**config.mk**
```make
export PLATFORM = sky130hd
export DESIGN_NAME = rfc_queue
export DESIGN_NICKNAME = d
export VERILOG_FILES = /design/src/sv/rfc_pkg.sv /design/src/sv/rfc_queue.sv
export VERILOG_INCLUDE_DIRS = /design/src /design/src/sv
export SDC_FILE = /design/constraint.sdc
export NUM_CORES = 1
export LEC_CHECK = 0
export BUFFER_PORTS_ARGS = -buffer_cell sky130_fd_sc_hd__buf_2
export CORE_MARGIN = 2
export CORE_UTILIZATION = 47
export DETAILED_ROUTE_END_ITERATION = 10
export GPL_ROUTABILITY_DRIVEN = 1
export PLACE_DENSITY = 0.76
export SYNTH_ARGS = -nofsm -noshare
export SYNTH_HDL_FRONTEND = slang
export SYNTH_SLANG_ARGS = --single-unit
export TNS_END_PERCENT = 30
```
**constraint.sdc**
```tcl
create_clock -name i_clk -period 6.2 [get_ports i_clk]
set_input_delay 0.93 -clock i_clk [delete_from_list [all_inputs] [get_ports i_clk]]
set_output_delay 0.93 -clock i_clk [all_outputs]
set_load 0.02 [all_outputs]
```
**src/sv/assert_macros.svh**
```systemverilog
// ----------------------------------------------------------------------------
// assert_macros.svh
// shared concurrent assertion macros for the row fir convolver
// ----------------------------------------------------------------------------
`ifndef ASSERT_MACROS_SVH
`define ASSERT_MACROS_SVH

// property must hold at every clock edge out of reset
`define ASSERT_CLK(lbl, clk, rst_n, prop, msg) \
    lbl: assert property (@(posedge clk) disable iff (!rst_n) prop) else $error(msg);

// condition must never be seen at a clock edge out of reset
`define ASSERT_NEVER(lbl, clk, rst_n, cond, msg) \
    lbl: assert property (@(posedge clk) disable iff (!rst_n) !(cond)) else $error(msg);

`endif

```
**src/sv/rfc_pkg.sv**
```systemverilog
// ----------------------------------------------------------------------------
// rfc_pkg
// shared types and constants of the row fir convolver
// ----------------------------------------------------------------------------
package rfc_pkg;

    localparam int COEF_W    = 16;
    localparam int NUM_COEFS = 7;
    localparam int TAP_W     = 3;

    // job classification handed from front to back
    typedef struct packed {
        logic first;   // a result for the pixel behind the current one is due
        logic ends;    // the pixel closes its row
        logic img;     // the pixel closes the image
    } t_job_ctl;

    // flags travelling with a result beat
    typedef struct packed {
        logic saturated;
        logic row_end;
        logic image_end;
        logic last_of_run;
    } t_res_ctl;

endpackage

```
**src/sv/rfc_queue.sv**
```systemverilog
// ----------------------------------------------------------------------------
// rfc_queue
// two-entry job queue between the front and the back of the convolver
// ----------------------------------------------------------------------------
`include "assert_macros.svh"

module rfc_queue import rfc_pkg::*; #(
    parameter int WIDTH = 112
) (
    input  logic             i_clk,
    input  logic             i_rst_n,
    input  logic             i_push,
    input  logic [WIDTH-1:0] i_data,
    input  t_job_ctl         i_ctl,
    output logic             o_full,
    output logic             o_valid,
    output logic [WIDTH-1:0] o_data,
    output t_job_ctl         o_ctl,
    input  logic             i_pop
);

    logic [WIDTH-1:0] r_data [2];
    t_job_ctl         r_ctl  [2];
    logic             r_wr, r_rd;
    logic [1:0]       r_count, n_count;

    assign o_full  = (r_count == 2'd2);
    assign o_valid = (r_count != 2'd0);
    assign o_data  = r_data[r_rd];
    assign o_ctl   = r_ctl[r_rd];

    always_comb begin
        n_count = r_count;
        if (i_push && !i_pop) begin
            n_count = r_count + 2'd1;
        end else if (!i_push && i_pop) begin
            n_count = r_count - 2'd1;
        end
    end

    always_ff @(posedge i_clk) begin
        if (!i_rst_n) begin
            r_wr    <= 1'b0;
            r_rd    <= 1'b0;
            r_count <= 2'd0;
        end else begin
            r_count <= n_count;
            if (i_push) begin
                r_wr <= !r_wr;
            end
            if (i_pop) begin
                r_rd <= !r_rd;
            end
        end
    end

    always_ff @(posedge i_clk) begin
        if (i_push) begin
            r_data[r_wr] <= i_data;
            r_ctl[r_wr]  <= i_ctl;
        end
    end

    `ASSERT_NEVER(a_queue_overflow, i_clk, i_rst_n, i_push && o_full, "job pushed into full queue")
    `ASSERT_NEVER(a_queue_underflow, i_clk, i_rst_n, i_pop && !o_valid, "job popped from empty queue")

endmodule

```
* Yosys cells after proc, flatten, opt, wreduce, memory -nomap -nowiden
Memory sizes are Yosys's and may differ from the RTL's. A register that Yosys moved wholly into a read port is not among the register bits.
Index checks and enable logic that the tools add are counted.
** Word-level totals
- Flip-flop bits (word level) :: 4
- Memory bits (writable) :: 230
- Input port bits :: 119
- Output and inout port bits :: 117
- Logic and storage cells :: 24
- Memories kept :: 2
** Memories
- r_data :: words 2, bits a word 112, rd ports 1, clocked after Yosys merged registers in 1, write ports 1, RTL line rfc_queue.sv:22 : logic [WIDTH-1:0] r_data [2];
- r_ctl :: words 2, bits a word 3, rd ports 1, clocked after Yosys merged registers in 1, write ports 1, RTL line rfc_queue.sv:23 : t_job_ctl r_ctl [2];
** Cells by class
- $add $sub $neg :: 2
- Equal/unequal tests :: 1
- Muxes and demuxes :: 8
- Reductions and logical operators :: 8
** Operators by type and width (number)
- $mux W1 :: 6
- $logic_not A1 Y1 :: 4
- $mux W2 :: 2
- $reduce_bool A2 Y1 :: 2
- $add A2 B1 Y2 const B :: 1
- $eq A2 B2 Y1 const B :: 1
- $logic_and A1 B1 Y1 :: 2
- $sub A2 B1 Y2 const B :: 1

* Logic depth before layout (Yosys ltp)
- Word-level depth :: 4
- Mapped depth :: 5
- Gate-level depth less buffers :: 5

* Least setup slack after synthesis
Ideal clock, no wire load.
- Path type :: in2reg
- Start :: in i_push
- End :: mem r_ctl[0][0] in the netlist's numbering, enable pin
- Setup time :: 0.604 ns
- Data arrival time :: 5.954 ns
- Required time :: 5.596 ns
- Setup slack :: -0.358 ns
- Stages :: 1
- Buffers on the path :: 0
- Cells stage by stage :: nor2b_1
** On the way
- Longest elaborated chain between the ends :: 2
** RTL lines
- from (decl) :: RTL line rfc_queue.sv:12 : input logic i_push,
- $mux W1 :: RTL line rfc_queue.sv:58 : if (i_push) begin
- $mux W1 (not written as such) :: RTL line rfc_queue.sv:60 : r_ctl[r_wr] <= i_ctl;
- to (decl) :: RTL line rfc_queue.sv:23
Every way passes these cells.

==> results.yml <==
synthesis:
  post_synth_and_or_nand_nor_area_fraction_pct: 0.660
  ys.flop_type: "edfxtp_1"
  synth_edf_count: 230
  async_reset_ff_share_pct: 0
  synth_cell_types: 18
  synthAdderAreaFrac_pct: 0.144
  yosysSeqAreaShare_pct: 80.4
  yosysWarnings: 0
  synthesis.nets: 500
  synthMuxAreaShare_pct: 17.0
  synth_area_leaders: "edfxtp_1 79%, mux2_4 8.6%, mux2_2 8.4%"
  yosys.area.top_type: "edfxtp_1"
  synth_top_area_share_pct: 79.2
  yosys-top-cells-count: "230 x edfxtp_1, 65 x mux2_2, 50 x mux2_4"
  avgSynthCellArea_um2: 22.9
  synthCells: 380
  synth_xor_area_share_pct: 0.301
  synth-compound-area-share_pct: 0.230
  synth_top_family_by_area: "multiplexers"
  synth-seq-cells: 235
  yosysMostFrequentCell: "edfxtp_1"
  synth_area_um2: 8720
detailed_routing:
  ant_nets: 0
  drc: 0
  wire_per_inst_um: 18.1
  drt_first_pass_iters: 5
  via_per_inst: 4.92
  drt_iter0_drc: 195
  vias: 4336
  wl_um: 15900
min_path:
  hp-start: "r_count[1]$_SDFFE_PN0P_"
  hp-class: "register to register"
sta:
  setup_ws_ns: 2.77
  finalMaxSlewViolations: 0
  rsz0062_at_grt: "false"
  finalSetupViolCount: 0
  clock.fmax_ghz: 0.292
  post-route-min-period_ns: 3.43
  setup_tns_ns: 0
  final_hold_viol_count: 0
  relSlewSlack_pct: 41.8
  fin_crit_sh_pct: 55.3
  tightest_slew_ns: 0.871
  fin_skew_ns: 0.00608
cells_and_area:
  drive_gt1_share_pct: 60.7
  num-nets-final: 753
  synthToLayoutAreaGrowth_pct: 24.8
  design_area_um2: 10900
pwr:
  vdd_ir_drop_max_v: 0.000267
  p_leak_nw: 4.20
  powerDensity_nw_per_um2: 335
die:
  core.rowCount: 49
  die_y_um: 140
  start_util_pct: 48.2
  die_w_um: 140
  die_area_um2: 19700
  io_pins: 236
  core_um2: 18100
clock_network:
  cts_resized: 0
  cts.sinks: 235
  cts_tree: "done"
  numCtsBuffers: 25
  cts_root_buffer: "clkbuf_16"
  cts_max_level: 1
  ctsHoldBuffers: 0
  clkLatencyLatePin_ns: 0.50
  cts_setup_buffers: 0
  clkTransAtPathRegs_ns: 0.06
  cts_buffer_depth: 3
worst_setup_path:
  worstSetupStartpointType: "register"
  r2r_start: "r_wr$_SDFFE_PN0P_"
  worstSetupEndpointType: "output port"
  crit_fanout: 57
  required_ns: 5.27
  crit_arrival_ns: 2.50
  setup.worst_path.class: "register to output port"
placed_design:
  port_buffers: 235
  gp_congestion: 0.753
  placed_cell_area_um2: 10100
  hpwl_um: 10400
  pre_cts_ws_ns: 3.26
job:
  drv_cap: 0
grt:
  grt_pass1_wl_um: 24300
  grt_pass1_vias: 4547
  grt_usage_pct: 15.7
  antenna_found_initial: 2
  grt_overflow_total: 0
  grt_start_max_net_pins: 90
run_status:
  outcome: "complete, no violations"
## cells in the final DEF, fill, tap and decap left out, drive strengths merged, types with 2 or more instances in the layout
master / n
buf: 239
edfxtp: 230
mux2: 115
clkbuf: 27
clkinv: 13
dfxtp: 5
and2: 4
clkinvlp: 3
xor2: 2
nor2b: 2
inv: 2
## flip-flops by register name, summed over array words and instances (netlist names), named ones only
signal,flops
r_count,2
r_ctl,6
r_data,224
r_rd,1
r_wr,1
## cells by family after synthesis
logic type / after synthesis
xor gates and xnor gates: 3
muxes: 115
AOI/OAI and AO/OA: 3
adders and majority gates: 1
DFF: 235
and+or+nand+nor: 9
buffers and inverters: 14
## stage by stage
step,util (%),hold slack (ns),total power [W],instances
3_5_place_dp,56.0,0.512,0.00233,835
2_1_floorplan,-,0.469,0.00219,380
3_3_place_gp,56.0,0.482,0.00231,835
4_1_cts,60.2,0.522,0.00369,880
5_1_grt,60.2,0.573,0.00378,880
6_report,60.2,0.527,0.00364,881
## critical path: stages (launching register included)
cell     delay, ns
dfxtp_4       0.60
buf_4         0.74
mux2_2        0.42
buf_2         0.16
## report_power, final
group          internal (W)  switching [W]
Clock              0.000778       0.000569
Sequential          0.00184      0.0000287
Combinational      0.000187       0.000242
Total               0.00280       0.000840
## path summary, 6_finish.rpt
| check | depth (start not counted) | slack [ns] | to |
|---|---|---|---|
| min | 2 | 0.53 | r_count[1]$_SDFFE_PN0P_ |
| max reg2reg | 2 | 3.95 | r_data[1][34]$_DFFE_PP_ |
| min reg2reg | 2 | 0.53 | r_count[1]$_SDFFE_PN0P_ |
| max | 3 | 2.77 | o_data[15] |
## per-layer routing
metal	global-route usage [%]	wire [um]	part of all wire, %
met5	0	0	0
met4	4.63	363	2.3
met3	5.23	1530	9.6
met2	26.1	7610	48
met1	19.8	6450	40
## area by class of cell
class / count / area [um2]
multi-input cells: 131 / 1610
inverters: 1 / 3.75
clock buffers: 27 / 633
diodes: 1 / 2.50
flip-flops and latches: 235 / 7010
repair buffers: 239 / 1220
well taps: 229 / 287
fillers: 1316 / 7200
clock inverters: 18 / 119
No activity file was read; power rests on OpenSTA's default activity.
