<file path="config.mk">
export PLATFORM = sky130hd
export DESIGN_NAME = rfc_front
export DESIGN_NICKNAME = d
export VERILOG_FILES = /design/src/sv/rfc_pkg.sv /design/src/sv/rfc_front.sv
export VERILOG_INCLUDE_DIRS = /design/src /design/src/sv
export SDC_FILE = /design/constraint.sdc
export NUM_CORES = 1
export LEC_CHECK = 0
export BUFFER_PORTS_ARGS = -buffer_cell sky130_fd_sc_hd__buf_2
export CAP_MARGIN = 0
export CORE_ASPECT_RATIO = 0.8
export CORE_UTILIZATION = 44
export DETAILED_ROUTE_END_ITERATION = 7
export PLACE_DENSITY = 0.76
export SYNTH_ARGS = -nofsm -noshare
export SYNTH_HDL_FRONTEND = slang
export SYNTH_SLANG_ARGS = --single-unit
</file>
<file path="constraint.sdc">
create_clock -name i_clk -period 1.1 [get_ports i_clk]
set_clock_uncertainty 0.15 [all_clocks]
set_input_delay 0.11 -clock i_clk [delete_from_list [all_inputs] [get_ports i_clk]]
set_output_delay 0.11 -clock i_clk [all_outputs]
set_load 0.1 [all_outputs]
</file>
<file path="src/sv/assert_macros.svh">
// ----------------------------------------------------------------------------
// assert_macros.svh
// shared concurrent assertion macros for the row fir convolver
// ----------------------------------------------------------------------------
`ifndef ASSERT_MACROS_SVH
`define ASSERT_MACROS_SVH

// property must hold at every clock edge out of reset
`define ASSERT_CLK(lbl, clk, rst_n, prop, msg) \
    lbl: assert property (@(posedge clk) disable iff (!rst_n) prop) else $error(msg);

// condition must never be seen at a clock edge out of reset
`define ASSERT_NEVER(lbl, clk, rst_n, cond, msg) \
    lbl: assert property (@(posedge clk) disable iff (!rst_n) !(cond)) else $error(msg);

`endif

</file>
<file path="src/sv/rfc_pkg.sv">
// ----------------------------------------------------------------------------
// rfc_pkg
// shared types and constants of the row fir convolver
// ----------------------------------------------------------------------------
package rfc_pkg;

    localparam int COEF_W    = 16;
    localparam int NUM_COEFS = 7;
    localparam int TAP_W     = 3;

    // job classification handed from front to back
    typedef struct packed {
        logic first;   // a result for the pixel behind the current one is due
        logic ends;    // the pixel closes its row
        logic img;     // the pixel closes the image
    } t_job_ctl;

    // flags travelling with a result beat
    typedef struct packed {
        logic saturated;
        logic row_end;
        logic image_end;
        logic last_of_run;
    } t_res_ctl;

endpackage

</file>
<file path="src/sv/rfc_front.sv">
// ----------------------------------------------------------------------------
// rfc_front
// pixel intake: keeps the row window and classifies each pixel into a job
// ----------------------------------------------------------------------------
`include "assert_macros.svh"

module rfc_front import rfc_pkg::*; #(
    parameter int MAX_TAPS    = 7,
    parameter int SAMPLE_BITS = 16
) (
    input  logic                            i_clk,
    input  logic                            i_rst_n,
    input  logic                            i_valid,
    output logic                            o_ready,
    input  logic signed [SAMPLE_BITS-1:0]   i_sample,
    input  logic                            i_last_row,
    input  logic                            i_last_img,
    output logic                            o_push,
    input  logic                            i_full,
    output logic [MAX_TAPS*SAMPLE_BITS-1:0] o_pix,
    output t_job_ctl                        o_ctl
);

    localparam int WIN_D = (MAX_TAPS > 1) ? MAX_TAPS - 1 : 1;

    logic [WIN_D*SAMPLE_BITS-1:0] r_win, n_win;
    logic                         r_started;
    logic                         accept;
    logic                         ends;

    assign o_ready = !i_full;
    assign accept  = i_valid && !i_full;
    assign ends    = i_last_row || i_last_img;
    assign o_push  = accept && (r_started || ends);

    assign o_ctl.first = r_started;
    assign o_ctl.ends  = ends;
    assign o_ctl.img   = i_last_img;

    // slot 0 is the new pixel, slot j+1 the pixel j+1 behind it
    always_comb begin
        o_pix = '0;
        o_pix[SAMPLE_BITS-1:0] = i_sample;
        for (int j = 0; j < MAX_TAPS - 1; j++) begin
            o_pix[(j+1)*SAMPLE_BITS +: SAMPLE_BITS] = r_win[j*SAMPLE_BITS +: SAMPLE_BITS];
        end
    end

    always_comb begin
        n_win = r_win;
        n_win[SAMPLE_BITS-1:0] = i_sample;
        for (int j = 1; j < WIN_D; j++) begin
            n_win[j*SAMPLE_BITS +: SAMPLE_BITS] = r_win[(j-1)*SAMPLE_BITS +: SAMPLE_BITS];
        end
        if (ends) begin
            n_win = '0;
        end
    end

    always_ff @(posedge i_clk) begin
        if (!i_rst_n) begin
            r_win     <= '0;
            r_started <= 1'b0;
        end else if (accept) begin
            r_win     <= n_win;
            r_started <= !ends;
        end
    end

    `ASSERT_CLK(a_row_end_clears, i_clk, i_rst_n, accept && ends |=> !r_started && (r_win == '0), "row end left window state")

endmodule

</file>
=== Yosys cells after proc, flatten, opt, wreduce, memory -nomap -nowiden ===
Cells that the tools add are included.

* Register bits: 97
* Input bits: 22
* Output and inout bits: 117
* Logic and storage cells: 9

* Mux-type cells: 1
* Reduce and logical (&&, ||, !) cells: 6

{| class="wikitable"
|+ Operators with widths
! cell !! count
|-
| $mux 96 || 1
|-
| $logic_and 1x1->1 || 2
|-
| $logic_not 1->1 || 2
|-
| $logic_or 1x1->1 || 2
|}

=== Logic depth before layout (Yosys ltp) ===
Gate-level depths: netlist of run 1.

* Depth in word-level cells: 3
* Gate-level depth with buffers: 6
* Depth with buffers taken out: 3

=== Worst setup path before layout of run 1 ===
No wires, ideal clock.

* Path type: input port to output port
* Start point: input i_valid
* End point: output o_push
* Arrival time: 1.335 ns
* Data required time: 0.840 ns
* Slack: -0.495 ns
* Stages on the path: 4
* Path buffers: 2
* Cells stage by stage: nor2b_2 -> buf_6 -> buf_2 -> o21a_1

* Cells in the longest elaborated chain, start to end: 2

{| class="wikitable"
|+ RTL lines
! what !! line !! source
|-
| start: declaration || rfc_front.sv:13 || <nowiki>input logic i_valid,</nowiki>
|-
| $logic_and 1x1->1 || rfc_front.sv:32 || <nowiki>assign accept = i_valid && !i_full;</nowiki>
|-
| $logic_and 1x1->1 || rfc_front.sv:34 || <nowiki>assign o_push = accept && (r_started || ends);</nowiki>
|-
| end: declaration || rfc_front.sv:18 || <nowiki>output logic o_push,</nowiki>
|}

No other way between the ends.

=== Worst setup path in the final report of run 1 ===
* Start point: register r_started
* End point: output o_push

* Cells in the longest elaborated chain, start to end: 2

{| class="wikitable"
|+ RTL lines
! what !! line !! source
|-
| start: declaration || rfc_front.sv:27 || <nowiki>logic r_started;</nowiki>
|-
| start signal: assignment || rfc_front.sv:66 || <nowiki>r_started <= !ends;</nowiki>
|-
| $logic_or 1x1->1 || rfc_front.sv:34 ||
|-
| $logic_and 1x1->1 || rfc_front.sv:34 ||
|}

No other way between the ends.

==> results.cfg, run 1 <==
[run_status]
outcome = finished with violations
violations = setup timing

[sta]
fin_ws_ns = -0.215
post-route-period-util_pct = 120
max-slew-margin-rel_pct = 67.1
fin_setup_tns_ns = -6.63
rsz0062_at_grt = yes
worstMarginPinSlew_ns = 0.496
fmax_ghz = 0.761
final_max_slew_viol_count = 0
finalHoldViolCount = 0
setup_viol = 99
fin_crit_ns = 1.31
worst_hold_slack_ns = 0.0944

[synthesis]
synth_top_area_share_pct = 53.7
syn_area_per_cell_um2 = 9.88
synth_area_leaders = dfxtp_1, o22ai_2, nand2_1
syn_area_um2 = 3620
synthMostInstantiatedCell = nand2_1
syn_inst = 366
synthFlopType = dfxtp_1
synthArstFlopShare_pct = 0
ys_seq_elements = 97
ys_seq_area_share_pct = 53.7
synth_fp_nets = 388
synth_edf_count = 0
yosys.cell_types.count = 15
synth_top_area_cell = dfxtp_1
ys_warn_count = 0
synthTopCellsByCount = nand2_1, dfxtp_1, o22ai_1, o22ai_2, buf_4

[cells_and_area]
n_fill_cell = 280
nets = 555
area_growth_pct = 95.5
antenna_cells = 0
drive_gt1_share_pct = 64.7

[clocking]
cts_made_buffers = 9
clk-insertion-delay-late_ns = 0.37
h-tree-depth = 3
clk_pin_slew_ns = 0.09
cts_tree = built
cts.sinks = 97
root_buffer = clkbuf_8
cts_buffer_depth = 2

[die]
coreArea_um2 = 7950
start_util_pct = 45.5
dieWidth_um = 103
rows = 29
io_pins = 139
chipHeight_um = 83.1
dieArea_um2 = 8590

[drt]
first_pass_iters = 6
wl_per_cell_um = 20.6
drtAntennaViolNets = 0
route.detailed.drc = 0
via_per_inst = 5.54
num_vias = 3577
drt-total-wl_mm = 13.3
drtIter0Drc = 180

[setup_path]
required_ns = 0.84
worstPathArrival_ns = 1.05
critPathCaptureType = primary output
crit_family = flip-flops
slowest_delay_ns = 0.34
worstSetupPathType = reg2out
crit_buf_inv = 1
cp_cell_sequence = o21a_4 -> buf_12
critical_path.slowest_cell = dfxtp_2
cp-start-kind = flop
crit_fanout = 2

[run]
maxCapViolations = 0

[power]
peakVddDrop_mv = 1.21
power.density_nw_per_um2 = 984
power_leakage_nw = 2.69

[worst_hold_path]
hold_class = in2reg

[placement]
routabilityCongestion = 0.753
hpwlAfterDp_mm = 8.12
io_buffers = 138
pre_cts_ws_ns = -0.155

[grt]
grt_start_max_net_pins = 56
first_global_vias = 3674
track_usage_pct = 30.5
antenna_found_initial = 0
grt_pass1_wl_mm = 19.7
grt_overflow_total = 0
## tightest hold or removal path, delay by kind of cell
| kind | cells | cell delay [ns] |
|---|---|---|
| buffers and inverters | 2 | 0.22 |
| multiplexers | 1 | 0.13 |
| AND/OR/NAND/NOR | 2 | 0.11 |
## power by group
part | internal [mW] | total (mW) | leakage, nW | switching, mW
combinational | 0.380 | 1.06 | 1.72 | 0.681
clock | 1.24 | 2.55 | 0.118 | 1.31
sequential | 3.33 | 3.34 | 0.855 | 0.0156
total | 4.95 | 6.96 | 2.69 | 2.01
## cell families after synthesis
family / after synthesis / share of synthesized area (%)
flip-flops: 97 / 53.7
multiplexers: 1 / 0.277
buffers and inverters: 55 / 10.0
AO/OA/AOI/OAI: 97 / 23.7
AND/OR/NAND/NOR: 116 / 12.3
## metal layers
metal	vias to the layer above	track usage, %	wire, µm
li1	1602	-	-
met1	1720	35.3	4950
met5	-	0	0
met2	218	53.2	6860
met3	37	8.75	1150
met4	0	10.2	362
## layout make-up
type	instances	area [µm²]	area share, %
sequential	97	2270	32.0
clock buffer	12	199	2.81
tap	108	135	1.91
timing repair buffer	209	3100	43.8
clock inverter	4	27.5	0.389
inverter	2	7.51	0.106
multi-input combinational	214	1340	18.9
## flip-flops by register name, indices dropped and copies added, names as in the netlist
name	count
r_started	1
r_win	96
## worst paths after layout
| check | start | endpoint | slack, ns | cells past startpoint |
|---|---|---|---|---|
| max | r_started | o_push | -0.21 | 2 |
| min reg2reg | r_win[83] | r_win[83] | 0.35 | 2 |
| max reg2reg | r_win[16] | r_win[16] | -0.03 | 3 |
| min | i_last_row | r_started | 0.09 | 5 |
## metrics by stage
stage | cells | area (µm²) | total power, mW | util (%)
2_1_floorplan | 366 | 3950 | 4.07 | -
3_3_place_gp | 583 | 6440 | 4.39 | 81.0
3_5_place_dp | 583 | 6440 | 4.41 | 81.0
4_1_cts | 634 | 6970 | 6.90 | 87.8
5_1_grt | 646 | 7070 | 7.13 | 89.0
6_report | 646 | 7070 | 6.96 | 89.0
## placed cells by master, fill, tap and decap left out, drive strengths merged
| master | synthesis | layout |
|---|---|---|
| buf | 47 | 191 |
| clkbuf | 6 | 12 |
| clkinv | 0 | 3 |
| dfxtp | 97 | 97 |
| dlygate4sd3 | 0 | 18 |
| inv | 2 | 3 |
| mux2i | 1 | 1 |
| nand2 | 113 | 113 |
| nor2 | 1 | 1 |
| nor2b | 2 | 2 |
| o21a | 1 | 1 |
| o22ai | 96 | 96 |
## timing repair
action	CTS	global route
hold buffers	18	0
buffers inserted	17	12
pin swaps	1	0
gates resized for setup	1	2
endpoints found under the hold margin	16	0
setup endpoints to repair	98	100
Note: power is estimated with default switching activity, not from simulation.
==> run 2: changes to the inputs <==
- PLACE_DENSITY: 0.76 -> 0.81
==> run 2 against run 1 <==
  * The run still ends with setup timing left
  * Die area stayed put
  * Largest power group unchanged
  * Sequential power hardly changed
  * Sequential cell count stayed put
==> results.cfg, run 2 (same netlist as run 1, synthesis figures left out) <==
[run_status]
outcome = finished with violations
violations = setup timing

[power]
power.density_nw_per_um2 = 938
peakVddDrop_mv = 0.724
p_sw_mw = 1.92
clockPowerShare_pct = 33.4
seq_power_share_pct = 50.2
switching_share_pct = 28.8
p_int_mw = 4.74
combPwrFrac_pct = 16.4
power_leakage_nw = 2.71

[cells_and_area]
final_cell_mix = buf_12, nand2_1, dfxtp_4
nets = 561
largest_reg_flops = 96
final_cells = 653
fin_util_pct = 89.4
area_growth_pct = 96.4
drive_gt1_share_pct = 64.9
final_common_cell = buf_12
top_regs = r_win (96), r_started (1)
top_register = r_win
n_fill_cell = 294

[grt]
grt_start_max_net_pins = 42
antenna_found_initial = 1
grt_overflow_total = 0
grt_pass1_wl_mm = 20.0
track_usage_pct = 31.3
first_global_vias = 3588

[die]
dieArea_um2 = 8590
rows = 29
coreArea_um2 = 7950
dieWidth_um = 103
chipHeight_um = 83.1
start_util_pct = 45.5
io_pins = 139

[drt]
route.detailed.drc = 0
drtAntennaViolNets = 0
via_per_inst = 5.61
drt-total-wl_mm = 14.4
drtIter0Drc = 190
num_vias = 3663
first_pass_iters = 5
wl_per_cell_um = 22.0

[sta]
post-route-period-util_pct = 119
fin_setup_tns_ns = -5.36
fmax_ghz = 0.766
worstMarginPinSlew_ns = 0.282
max-slew-margin-rel_pct = 81.2
fin_ws_ns = -0.205
fin_crit_ns = 1.31
rsz0062_at_grt = yes
setup_viol = 100
final_max_slew_viol_count = 0
finalHoldViolCount = 0

[clocking]
h-tree-depth = 3
root_buffer = clkbuf_8
cts_tree = built
cts_made_buffers = 9
cts_buffer_depth = 2
clk-insertion-delay-late_ns = 0.35
clk_pin_slew_ns = 0.08
cts.sinks = 97

[worst_hold_path]
hold_class = in2reg
min_path_cells = 5
worstHoldStart = i_last_row
hold_end = r_started

[setup_path]
r2r-end = r_win[0]
critPathCaptureType = primary output
reg2reg_slack_ns = 0.01
r2r_start = r_win[0]
worstRegToRegCells = 3
worstPathArrival_ns = 1.05
cp-start-kind = flop
worstSetupPathType = reg2out
crit_fanout = 2
required_ns = 0.84

[placement]
dp.cells = 587
hpwlAfterDp_mm = 8.66
routabilityCongestion = 0.772
io_buffers = 138

[run]
maxCapViolations = 0
run 2: cell count changes in the layout (fill, tap and decap cells not counted), moves of 2 or more:
cell | before | now
inv_4 | 0 | 2
buf_4 | 47 | 52
clkbuf_8 | 9 | 12
clkinv_2 | 2 | 0
clkbuf_16 | 3 | 0
run 2: worst max-delay path by stage:
stage,start,cells after the start,slack [ns],endpoint
floorplan,i_valid,4,-0.02,o_push
global placement,i_full,5,-0.06,r_win[55]
detailed placement,i_full,5,-0.14,r_win[70]
CTS,r_started,2,-0.22,o_push
global route,r_started,2,-0.24,o_push
finish,r_started,2,-0.21,o_push
run 2: final cells by class:
| class | instances | area, µm² | share of cell area [%] |
|---|---|---|---|
| multi-input combinational | 214 | 1340 | 18.9 |
| sequential | 97 | 2270 | 31.9 |
| clock buffer | 13 | 169 | 2.38 |
| clock inverter | 3 | 21.3 | 0.299 |
| timing repair buffer | 215 | 3160 | 44.5 |
| antenna | 1 | 2.50 | 0.0352 |
| inverter | 2 | 7.51 | 0.106 |
| tap | 108 | 135 | 1.90 |
run 2: metal layers:
metal / global-route usage [%] / vias to the layer above / wire length, µm
li1: - / 1618 / -
met1: 36.2 / 1777 / 5400
met2: 54.0 / 237 / 7340
met3: 10.0 / 31 / 1300
met4: 9.86 / 0 / 313
met5: 0 / - / 0
run 2: stage by stage:
step	total power, mW	cell area (µm²)	hold slack [ns]	setup slack, ns
floorplan	4.07	3950	0.100	-0.0169
global placement	4.40	6480	0.242	-0.0609
detailed placement	4.42	6480	0.258	-0.136
CTS	6.63	6980	0.0825	-0.223
global route	6.89	7100	0.112	-0.237
finish	6.66	7100	0.0938	-0.205
run 2: power by group through the flow:
stage,Sequential (mW),Combinational (mW),Clock (mW)
final,3.35,1.09,2.23
after global routing,3.35,1.12,2.43
after CTS,3.34,1.05,2.24
after detailed placement,3.43,0.993,0
after global placement,3.43,0.968,0
after floorplan,3.51,0.566,0
run 2: repair_timing:
action	CTS	global route
hold buffers	18	2
endpoints found under the hold margin	17	4
pin swaps	1	0
setup endpoints to repair	99	103
buffers inserted	16	14
gates resized for setup	3	2
run 2: critical path, stage by stage (launching register included):
cell and delay (ns):
dfxtp_2 0.34, o21a_4 0.20, buf_12 0.16
